`config.mk`:
```
export PLATFORM = sky130hd
export DESIGN_NAME = pgn_isqrt
export DESIGN_NICKNAME = d
export VERILOG_FILES = /design/src/sv/pgn_pkg.sv /design/src/sv/pgn_isqrt.sv
export SDC_FILE = /design/constraint.sdc
export NUM_CORES = 1
export LEC_CHECK = 0
export BUFFER_PORTS_ARGS = -buffer_cell sky130_fd_sc_hd__buf_4
export CORE_MARGIN = 2
export CORE_UTILIZATION = 30
export DETAILED_ROUTE_END_ITERATION = 16
export GPL_TIMING_DRIVEN = 1
export PLACE_DENSITY = 0.47
export SLEW_MARGIN = 25
export SYNTH_ARGS = -nofsm -noshare
export SYNTH_HDL_FRONTEND = slang
export SYNTH_SLANG_ARGS = --single-unit
```
`constraint.sdc`:
```
create_clock -name clk -period 4.45 [get_ports clk]
set_clock_uncertainty 0.15 [all_clocks]
set_input_delay 0.89 -clock clk [delete_from_list [all_inputs] [get_ports clk]]
set_output_delay 0.89 -clock clk [all_outputs]
set_load 0.1 [all_outputs]
```
`src/sv/pgn_pkg.sv`:
```
// shared constants and types for the polar gaussian noise generator
// no dependencies; imported by every module of the block
package pgn_pkg;

	localparam int Q15_W      = 16;
	localparam int RAD_BITS   = 31;
	localparam int QROOT_W    = 31;
	localparam int LOG_FRAC_W = 16;
	localparam int LOG_INT_W  = 5;
	localparam int L_W        = LOG_INT_W + LOG_FRAC_W;
	localparam int LN_CONST_W = 31;
	localparam int E_W        = 22;
	localparam int SROOT_W    = 19;
	localparam int MEAN_W     = 16;
	localparam int SCALE_W    = 15;
	localparam int CFG_W      = 16;
	localparam int NUM_W      = 51;

	// 2 ln 2 in q.30
	localparam logic [LN_CONST_W-1:0] TWO_LN2_Q30 = 31'd1488522236;
	localparam logic [SCALE_W-1:0]    SCALE_RESET = 15'd4096;

	localparam logic REG_MEAN  = 1'b0;
	localparam logic REG_SCALE = 1'b1;

	typedef logic signed [Q15_W-1:0] q15_t;

	typedef struct packed {
		q15_t                x;
		q15_t                y;
		logic [RAD_BITS-1:0] r;
	} pair_t;

	typedef struct packed {
		q15_t               x;
		q15_t               y;
		logic [QROOT_W-1:0] q;
	} coord_t;

endpackage

```
`src/sv/pgn_isqrt.sv`:
```
// pipelined integer square root, one result bit per stage, with side data
// depends on pgn_pkg
module pgn_isqrt #(
	parameter int RAD_W  = 38,
	parameter int SIDE_W = 8
) (
	input  logic                 clk,
	input  logic                 arst_n,
	input  logic                 adv,
	input  logic                 vld_i,
	input  logic [RAD_W-1:0]     rad_i,
	input  logic [SIDE_W-1:0]    side_i,
	output logic                 vld_o,
	output logic [RAD_W/2-1:0]   root_o,
	output logic [SIDE_W-1:0]    side_o
);
	import pgn_pkg::*;

	localparam int STEPS = RAD_W / 2;
	localparam int ACC_W = RAD_W + 1;

	logic [ACC_W-1:0]  rem_s  [STEPS];
	logic [ACC_W-1:0]  res_s  [STEPS];
	logic [SIDE_W-1:0] side_s [STEPS];
	logic              vld_s  [STEPS];

	for (genvar k = 0; k < STEPS; k++) begin : g_step
		localparam logic [ACC_W-1:0] BIT = ACC_W'(1) << (2 * (STEPS - 1 - k));
		logic [ACC_W-1:0]  rem_p;
		logic [ACC_W-1:0]  res_p;
		logic [ACC_W-1:0]  trial;
		logic [SIDE_W-1:0] side_p;
		logic              vld_p;

		if (k == 0) begin : g_first
			assign rem_p  = ACC_W'(rad_i);
			assign res_p  = '0;
			assign side_p = side_i;
			assign vld_p  = vld_i;
		end else begin : g_next
			assign rem_p  = rem_s[k-1];
			assign res_p  = res_s[k-1];
			assign side_p = side_s[k-1];
			assign vld_p  = vld_s[k-1];
		end

		assign trial = res_p + BIT;

		always_ff @(posedge clk or negedge arst_n) begin
			if (!arst_n) begin
				vld_s[k] <= 1'b0;
			end else if (adv) begin
				vld_s[k] <= vld_p;
			end
		end

		always_ff @(posedge clk) begin
			if (adv) begin
				side_s[k] <= side_p;
				if (rem_p >= trial) begin
					rem_s[k] <= rem_p - trial;
					res_s[k] <= (res_p >> 1) + BIT;
				end else begin
					rem_s[k] <= rem_p;
					res_s[k] <= res_p >> 1;
				end
			end
		end
	end

	assign vld_o  = vld_s[STEPS-1];
	assign root_o = res_s[STEPS-1][STEPS-1:0];
	assign side_o = side_s[STEPS-1];

endmodule

```
==> results of run 1 <==
synth_stat cells, drive strengths merged (10+ instances only):
| cell | count |
|---|---|
| edfxtp | 1044 |
| inv | 263 |
| nor2 | 211 |
| ha | 207 |
| nand2 | 206 |
| xnor2 | 169 |
| o21ai | 159 |
| a21oi | 153 |
| xor2 | 133 |
| nor4 | 119 |
| nor3 | 96 |
| clkbuf | 62 |
| nand3 | 62 |
| o21a | 54 |
| nand2b | 51 |
| a21o | 46 |
| nand4 | 46 |
| mux2 | 45 |
| or4 | 32 |
| nor2b | 31 |
| or3 | 22 |
| nor4b | 20 |
| dfrtp | 19 |
| o31ai | 19 |
| a211oi | 18 |
| o211ai | 14 |
| a31oi | 13 |
| nand4b | 11 |
| o21bai | 11 |
| mux2i | 10 |
| nor3b | 10 |
cell type report:
cell class	count	area (µm²)
clock buffer	147	3120
clock inverter	64	771
fill	15207	103000
inverter	263	987
multi-input combinational	2109	14600
sequential	1063	31800
tap	2072	2590
timing repair buffer	129	1060
metrics by stage:
stage                     cell area [µm²]  worst slack, ns  hold slack [ns]  util, %
after floorplan                     47600            0.842            0.250        -
after global placement              51000            0.396            0.250     32.3
after detailed placement            51000            0.746            0.255     32.3
after CTS                           54900            0.669           0.0556     34.7
after global routing                54900            0.288           0.0869     34.8
final                               54900            0.516            0.125     34.8
registers in the layout (all words and copies together) (netlist names):
name and count:
rem_s 702, res_s 190, side_s 152, g_step.vld_p 18, vld_o 1
per-layer routing:
| layer | vias to the layer above | GRT usage (%) |
|---|---|---|
| met5 | - | 0 |
| met4 | 0 | 5.53 |
| met3 | 193 | 1.86 |
| met2 | 417 | 23.4 |
| met1 | 12723 | 11.5 |
| li1 | 13498 | - |
kinds of logic after synthesis:
| logic type | share of synthesized area [%] |
|---|---|
| flops | 66.8 |
| mux | 1.27 |
| simple gates | 10.7 |
| fa+ha+maj | 5.44 |
| compound gates | 7.57 |
| buf+inv | 2.65 |
| xor+xnor | 5.56 |
power breakdown:
part	switching [W]	total [W]	internal [W]
logic	0.00207	0.00357	0.00151
clock network	0.00401	0.00963	0.00561
registers	0.000691	0.0130	0.0123
timing repair:
action	4_1_cts	5_1_grt
endpoints found under the hold margin	19	0
resized for setup	0	0
hold buffers	1	0
worst max path at each step:
stage	start	to	slack, ns	depth (start not counted)
3_3_place_gp	rem_s[13][10]	rem_s[14][35]	0.40	9
4_1_cts	rem_s[13][11]	rem_s[14][29]	0.67	9
3_5_place_dp	rem_s[13][11]	rem_s[14][35]	0.75	9
5_1_grt	rem_s[13][16]	rem_s[14][27]	0.29	9
2_1_floorplan	adv	rem_s[17][0]	0.84	3
6_report	rem_s[13][11]	rem_s[14][29]	0.52	9
critical path, delay by kind of cell (launching register included):
kind	cells	cell delay, ns
compound gates	4	1.59
fa+ha+maj	1	0.36
flops	1	0.39
simple gates	3	0.97
xor+xnor	1	0.16
==> impl_metrics.env, run 1 <==
export IMPL_outcome="finished, final reports clean"
export IMPL_port_buffers=77
export IMPL_r2r_end="rem_s[14][29]"
export IMPL_cts_sink_count=1063
export IMPL_wl_met3_mm=3.07
export IMPL_cts_tree="done"
export IMPL_syn_nets=3762
export IMPL_final_cell_mix="1044 x edfxtp_1, 262 x inv_1, 211 x nor2_1"
export IMPL_diodes=0
export IMPL_gp_congestion=0.874
export IMPL_nets=3940
export IMPL_hold_path_class="in2reg"
export IMPL_finalHoldViolations=0
export IMPL_clkSlewWorstSetupHoldPaths_ns=0.06
export IMPL_fin_cells=5847
export IMPL_hold_depth=1
export IMPL_synth_edf_count=1044
export IMPL_via_count=26831
export IMPL_cp_arrival_ns=4.21
export IMPL_synth_ff_latch_count=1063
export IMPL_async_flop_share_pct=1.79
export IMPL_ant_nets=0
export IMPL_min_from="rad_i[16]"
export IMPL_dp_cells=5635
export IMPL_wl_met1_mm=34.5
export IMPL_dr_wl_met2_mm=53.5
export IMPL_numCtsBuffers=117
export IMPL_core_um2=158000
export IMPL_ir_drop_mv=0.383
export IMPL_grt_pass1_vias=27952
export IMPL_r2r_start="rem_s[13][11]"
export IMPL_ios=78
export IMPL_cts_max_level=3
export IMPL_drc=0
export IMPL_yosysUniqueCellTypes=76
export IMPL_ys_seq_area_share_pct=66.8
export IMPL_setup_viol_count_final=0
export IMPL_crit_type="reg2reg"
export IMPL_max_clock_freq_ghz=0.254
export IMPL_start_kind="flop"
export IMPL_max_stage_delay_ns=1.02
export IMPL_grt_ovfl_total=0
export IMPL_grt_first_pass_wirelength_mm=151
export IMPL_core_rowCount=146
export IMPL_final_common_cell="edfxtp_1"
export IMPL_wl_per_cell_um=16.2
export IMPL_p_leak_nw=20.0
export IMPL_cp_required_ns=4.73
export IMPL_yosys_warnings=0
export IMPL_crit_fanout=6
export IMPL_cpMaxStageDelayCell="a2111oi_0"
export IMPL_vias_per_cell=4.59
export IMPL_synth_area_per_cell_um2=13.6
export IMPL_min_to="rem_s[0][16]"
export IMPL_min_period_over_period_pct=88.4
export IMPL_start_util_pct=30.1
export IMPL_drive_above_1_share_pct=9.93
export IMPL_syn_to_final_growth_pct=15.3
export IMPL_totalWireLength_mm=94.8
export IMPL_antenna_found_initial=0
export IMPL_slew_violations=0
export IMPL_finalPower_w=0.0262
export IMPL_worst_setup_path_end_kind="flop"
export IMPL_cts_setup_buffers=0
export IMPL_synth_ff_type="edfxtp_1"
export IMPL_setup_tns_ns=0
export IMPL_crit_chain="ha_1, o21ai_0, a22oi_1, a2111oi_0, or3_1, a311oi_1, nor4_2, nand2_1, xnor2_1"
export IMPL_die_x_um=402
export IMPL_grt_setup_unrepaired="no"
export IMPL_slew_headroom_pct=22.3
export IMPL_drt_initial_drc_count=1145
export IMPL_dieArea_um2=162000
export IMPL_ctsRootBufferMaster="clkbuf_16"
export IMPL_synth_largest_area_cell="edfxtp_1"
export IMPL_route_top_layer_used="met4"
export IMPL_die_h_um=402
export IMPL_dp_hpwl_mm=69.2
export IMPL_grt_max_degree=159
export IMPL_maxCapViolations=0
export IMPL_reg2reg_depth=9
export IMPL_clk_latency_ns=0.79
export IMPL_syn_inst=3505
export IMPL_min_period_ns=3.93
export IMPL_yosys_top_cells_area="edfxtp_1 66%, ha_1 5.4%, xnor2_1 3.1%"
export IMPL_synth_area_um2=47600
export IMPL_drt_first_pass_iters=5
export IMPL_powerDensity_nw_per_um2=478
export IMPL_rrSetupSlack_ns=0.52
export IMPL_tightest_slew_ns=1.14
export IMPL_cts_buffer_depth=3
export IMPL_grt_usage_pct=11.7
export IMPL_yosys_area_top_type_share_pct=65.8
Note: power is estimated with default switching activity, not from simulation.
==> run 2: changes to the inputs <==
- ABC_AREA: unset -> 1
==> run 2 against run 1 <==
Against the previous run: die area rose by 17%; via count rose by 52%; synthesized area rose by 17%; clock power rose by 5%; sequential share of layout area fell by 7.8 points; combinational power rose by 47%; non-clock buffer count fell by 26; design area rose by 16%; flip-flop and latch count did not move; synthesized cell count rose by 74%.
==> impl_metrics.env, run 2 <==
export IMPL_outcome="finished, final reports clean"
export IMPL_nets=6529
export IMPL_cts_max_level=3
export IMPL_cts_tree="done"
export IMPL_core_rowCount=158
export IMPL_num_fill_cells=19117
export IMPL_drive_above_1_share_pct=6.02
export IMPL_synth_area_per_cell_um2=9.14
export IMPL_setup_viol_count_final=0
export IMPL_wl_per_cell_um=17.2
export IMPL_max_clock_freq_ghz=0.316
export IMPL_multi_input_area_um2=20100
export IMPL_gp_congestion=0.961
export IMPL_clk_latency_ns=0.76
export IMPL_start_util_pct=30.2
export IMPL_grt_pass1_vias=40167
export IMPL_syn_to_final_growth_pct=13.7
export IMPL_antenna_found_initial=0
export IMPL_ant_nets=0
export IMPL_synth_area_um2=55900
export IMPL_syn_nets=6368
export IMPL_maxCapViolations=0
export IMPL_finalPower_w=0.0284
export IMPL_synth_edf_count=1044
export IMPL_synth_ff_type="edfxtp_1"
export IMPL_ctsRootBufferMaster="clkbuf_16"
export IMPL_cp_arrival_ns=3.49
export IMPL_grt_first_pass_wirelength_mm=236
export IMPL_powerDensity_nw_per_um2=448
export IMPL_cts_buffer_depth=3
export IMPL_min_period_ns=3.16
export IMPL_totalWireLength_mm=152
export IMPL_final_common_cell="nand2_1"
export IMPL_dieArea_um2=190000
export IMPL_grt_max_degree=123
export IMPL_crit_type="reg2reg"
export IMPL_worst_setup_path_end_kind="flop"
export IMPL_syn_inst=6111
export IMPL_synth_ff_latch_count=1063
export IMPL_yosysMostFrequentCell="nand2_1"
export IMPL_grt_setup_unrepaired="no"
export IMPL_placedInstanceArea_um2=59400
export IMPL_crit_fanout=26
export IMPL_max_stage_delay_ns=0.61
export IMPL_regMostFlops="rem_s"
export IMPL_start_kind="flop"
export IMPL_largest_reg_flops=702
export IMPL_grt_ovfl_total=0
export IMPL_die_x_um=436
export IMPL_drt_first_pass_iters=6
export IMPL_cp_required_ns=4.78
export IMPL_core_um2=185000
export IMPL_timing_hold_ws_ns=0.153
export IMPL_postLayoutCellArea_um2=63500
export IMPL_cpMaxStageDelayCell="nor2_4"
export IMPL_yosys_area_top_type_share_pct=56.1
export IMPL_crit_chain="nor2_1, nand4_1, nand3b_1, inv_1, o21ai_2, nor2_4, o21ai_0"
export IMPL_yosysUniqueCellTypes=47
export IMPL_reg_largest_list="rem_s x702, res_s x190, side_s x152"
export IMPL_min_period_over_period_pct=71.1
export IMPL_die_h_um=436
export IMPL_cts_sink_count=1063
export IMPL_port_buffers=77
export IMPL_grt_usage_pct=15.8
export IMPL_clkSlewWorstSetupHoldPaths_ns=0.06
export IMPL_drc=0
export IMPL_final_cell_mix="1757 x nand2_1, 1044 x edfxtp_1, 948 x inv_1"
export IMPL_ios=78
export IMPL_synth_largest_area_cell="edfxtp_1"
export IMPL_tightest_slew_ns=0.973
export IMPL_drt_initial_drc_count=3396
export IMPL_ir_drop_mv=0.303
export IMPL_regArea_um2=31800
export IMPL_hold_path_class="in2reg"
export IMPL_vias_per_cell=4.61
export IMPL_diodes=0
export IMPL_finalHoldViolations=0
export IMPL_rrSetupSlack_ns=1.29
export IMPL_yosys_warnings=0
export IMPL_via_count=40791
export IMPL_slew_violations=0
export IMPL_numCtsBuffers=121
export IMPL_ys_seq_area_share_pct=57.0
export IMPL_p_leak_nw=27.2
export IMPL_dp_hpwl_mm=119
export IMPL_async_flop_share_pct=1.79
export IMPL_ys_top_cells_by_count="1757 x nand2_1, 1044 x edfxtp_1, 948 x inv_1"
export IMPL_yosys_top_cells_area="edfxtp_1 56%, nand2_1 12%, inv_1 6.4%"
export IMPL_setup_tns_ns=0
export IMPL_slew_headroom_pct=34.9
[run 2: cells by family after synthesis]
kind of cell / count (synthesis) / synth area share, %
AND/OR/NAND/NOR: 3240 / 24.6
flip-flops: 1063 / 57.0
buffers and inverters: 1024 / 7.12
AO/OA/AOI/OAI: 393 / 3.81
adder cells (fa/ha/maj): 207 / 4.64
XOR/XNOR: 184 / 2.88
[run 2: final cells by class]
class	instances	area share, %
flip-flops and latches	1063	50.1
multi-input cells	4024	31.6
inverters	959	5.67
clock buffers	155	5.07
well taps	2480	4.89
repair buffers	103	1.35
clock inverters	71	1.31
[run 2: worst max-delay path, delay by kind of cell (launching register included)]
family	cells	cell delay (ns)
flops	1	0.49
simple gates	4	1.78
compound gates	2	0.36
buf+inv	1	0.09
[run 2: timing repair]
item                                    CTS  global route
hold buffers                              1             0
endpoints found under the setup margin    0             0
hold endpoints to repair                 19             0
setup buffers                             0             0
gates resized for setup                   0             0
[run 2: routing by layer]
metal  GRT usage [%]  share of wire (%)  vias up
met1            21.5                 46    19103
met3            2.12                4.9      197
met2            26.0                 46     1004
met5               0                  0        -
li1                -                  -    20487
met4            5.46                3.1        0
[run 2: power breakdown]
group	leakage, nW	internal, W	switching [W]
logic	14.9	0.00167	0.00357
clock network	1.94	0.00588	0.00420
registers	10.3	0.0123	0.000826
total	27.2	0.0198	0.00859
[run 2: through the flow]
stage / std cells / util [%] / worst slack, ns
after global routing: 8855 / 34.3 / 0.998
after CTS: 8855 / 34.3 / 1.32
after detailed placement: 8628 / 32.1 / 1.01
final: 8855 / 34.3 / 1.29
after floorplan: 6111 / - / 0.992
after global placement: 8628 / 32.1 / 1.08
[run 2: path summary, 6_finish.rpt]
path / cells after the start / from / endpoint
min in group asynchronous: 2 / arst_n / g_step[8].vld_p
worst max-delay path: 7 / rem_s[16][37] / rem_s[17][16]
worst max register to register: 7 / rem_s[16][37] / rem_s[17][16]
worst min-delay path: 1 / rad_i[29] / rem_s[0][29]
max in group asynchronous: 2 / arst_n / g_step[9].vld_p
worst min register to register: 0 / side_s[4][4] / side_s[5][4]
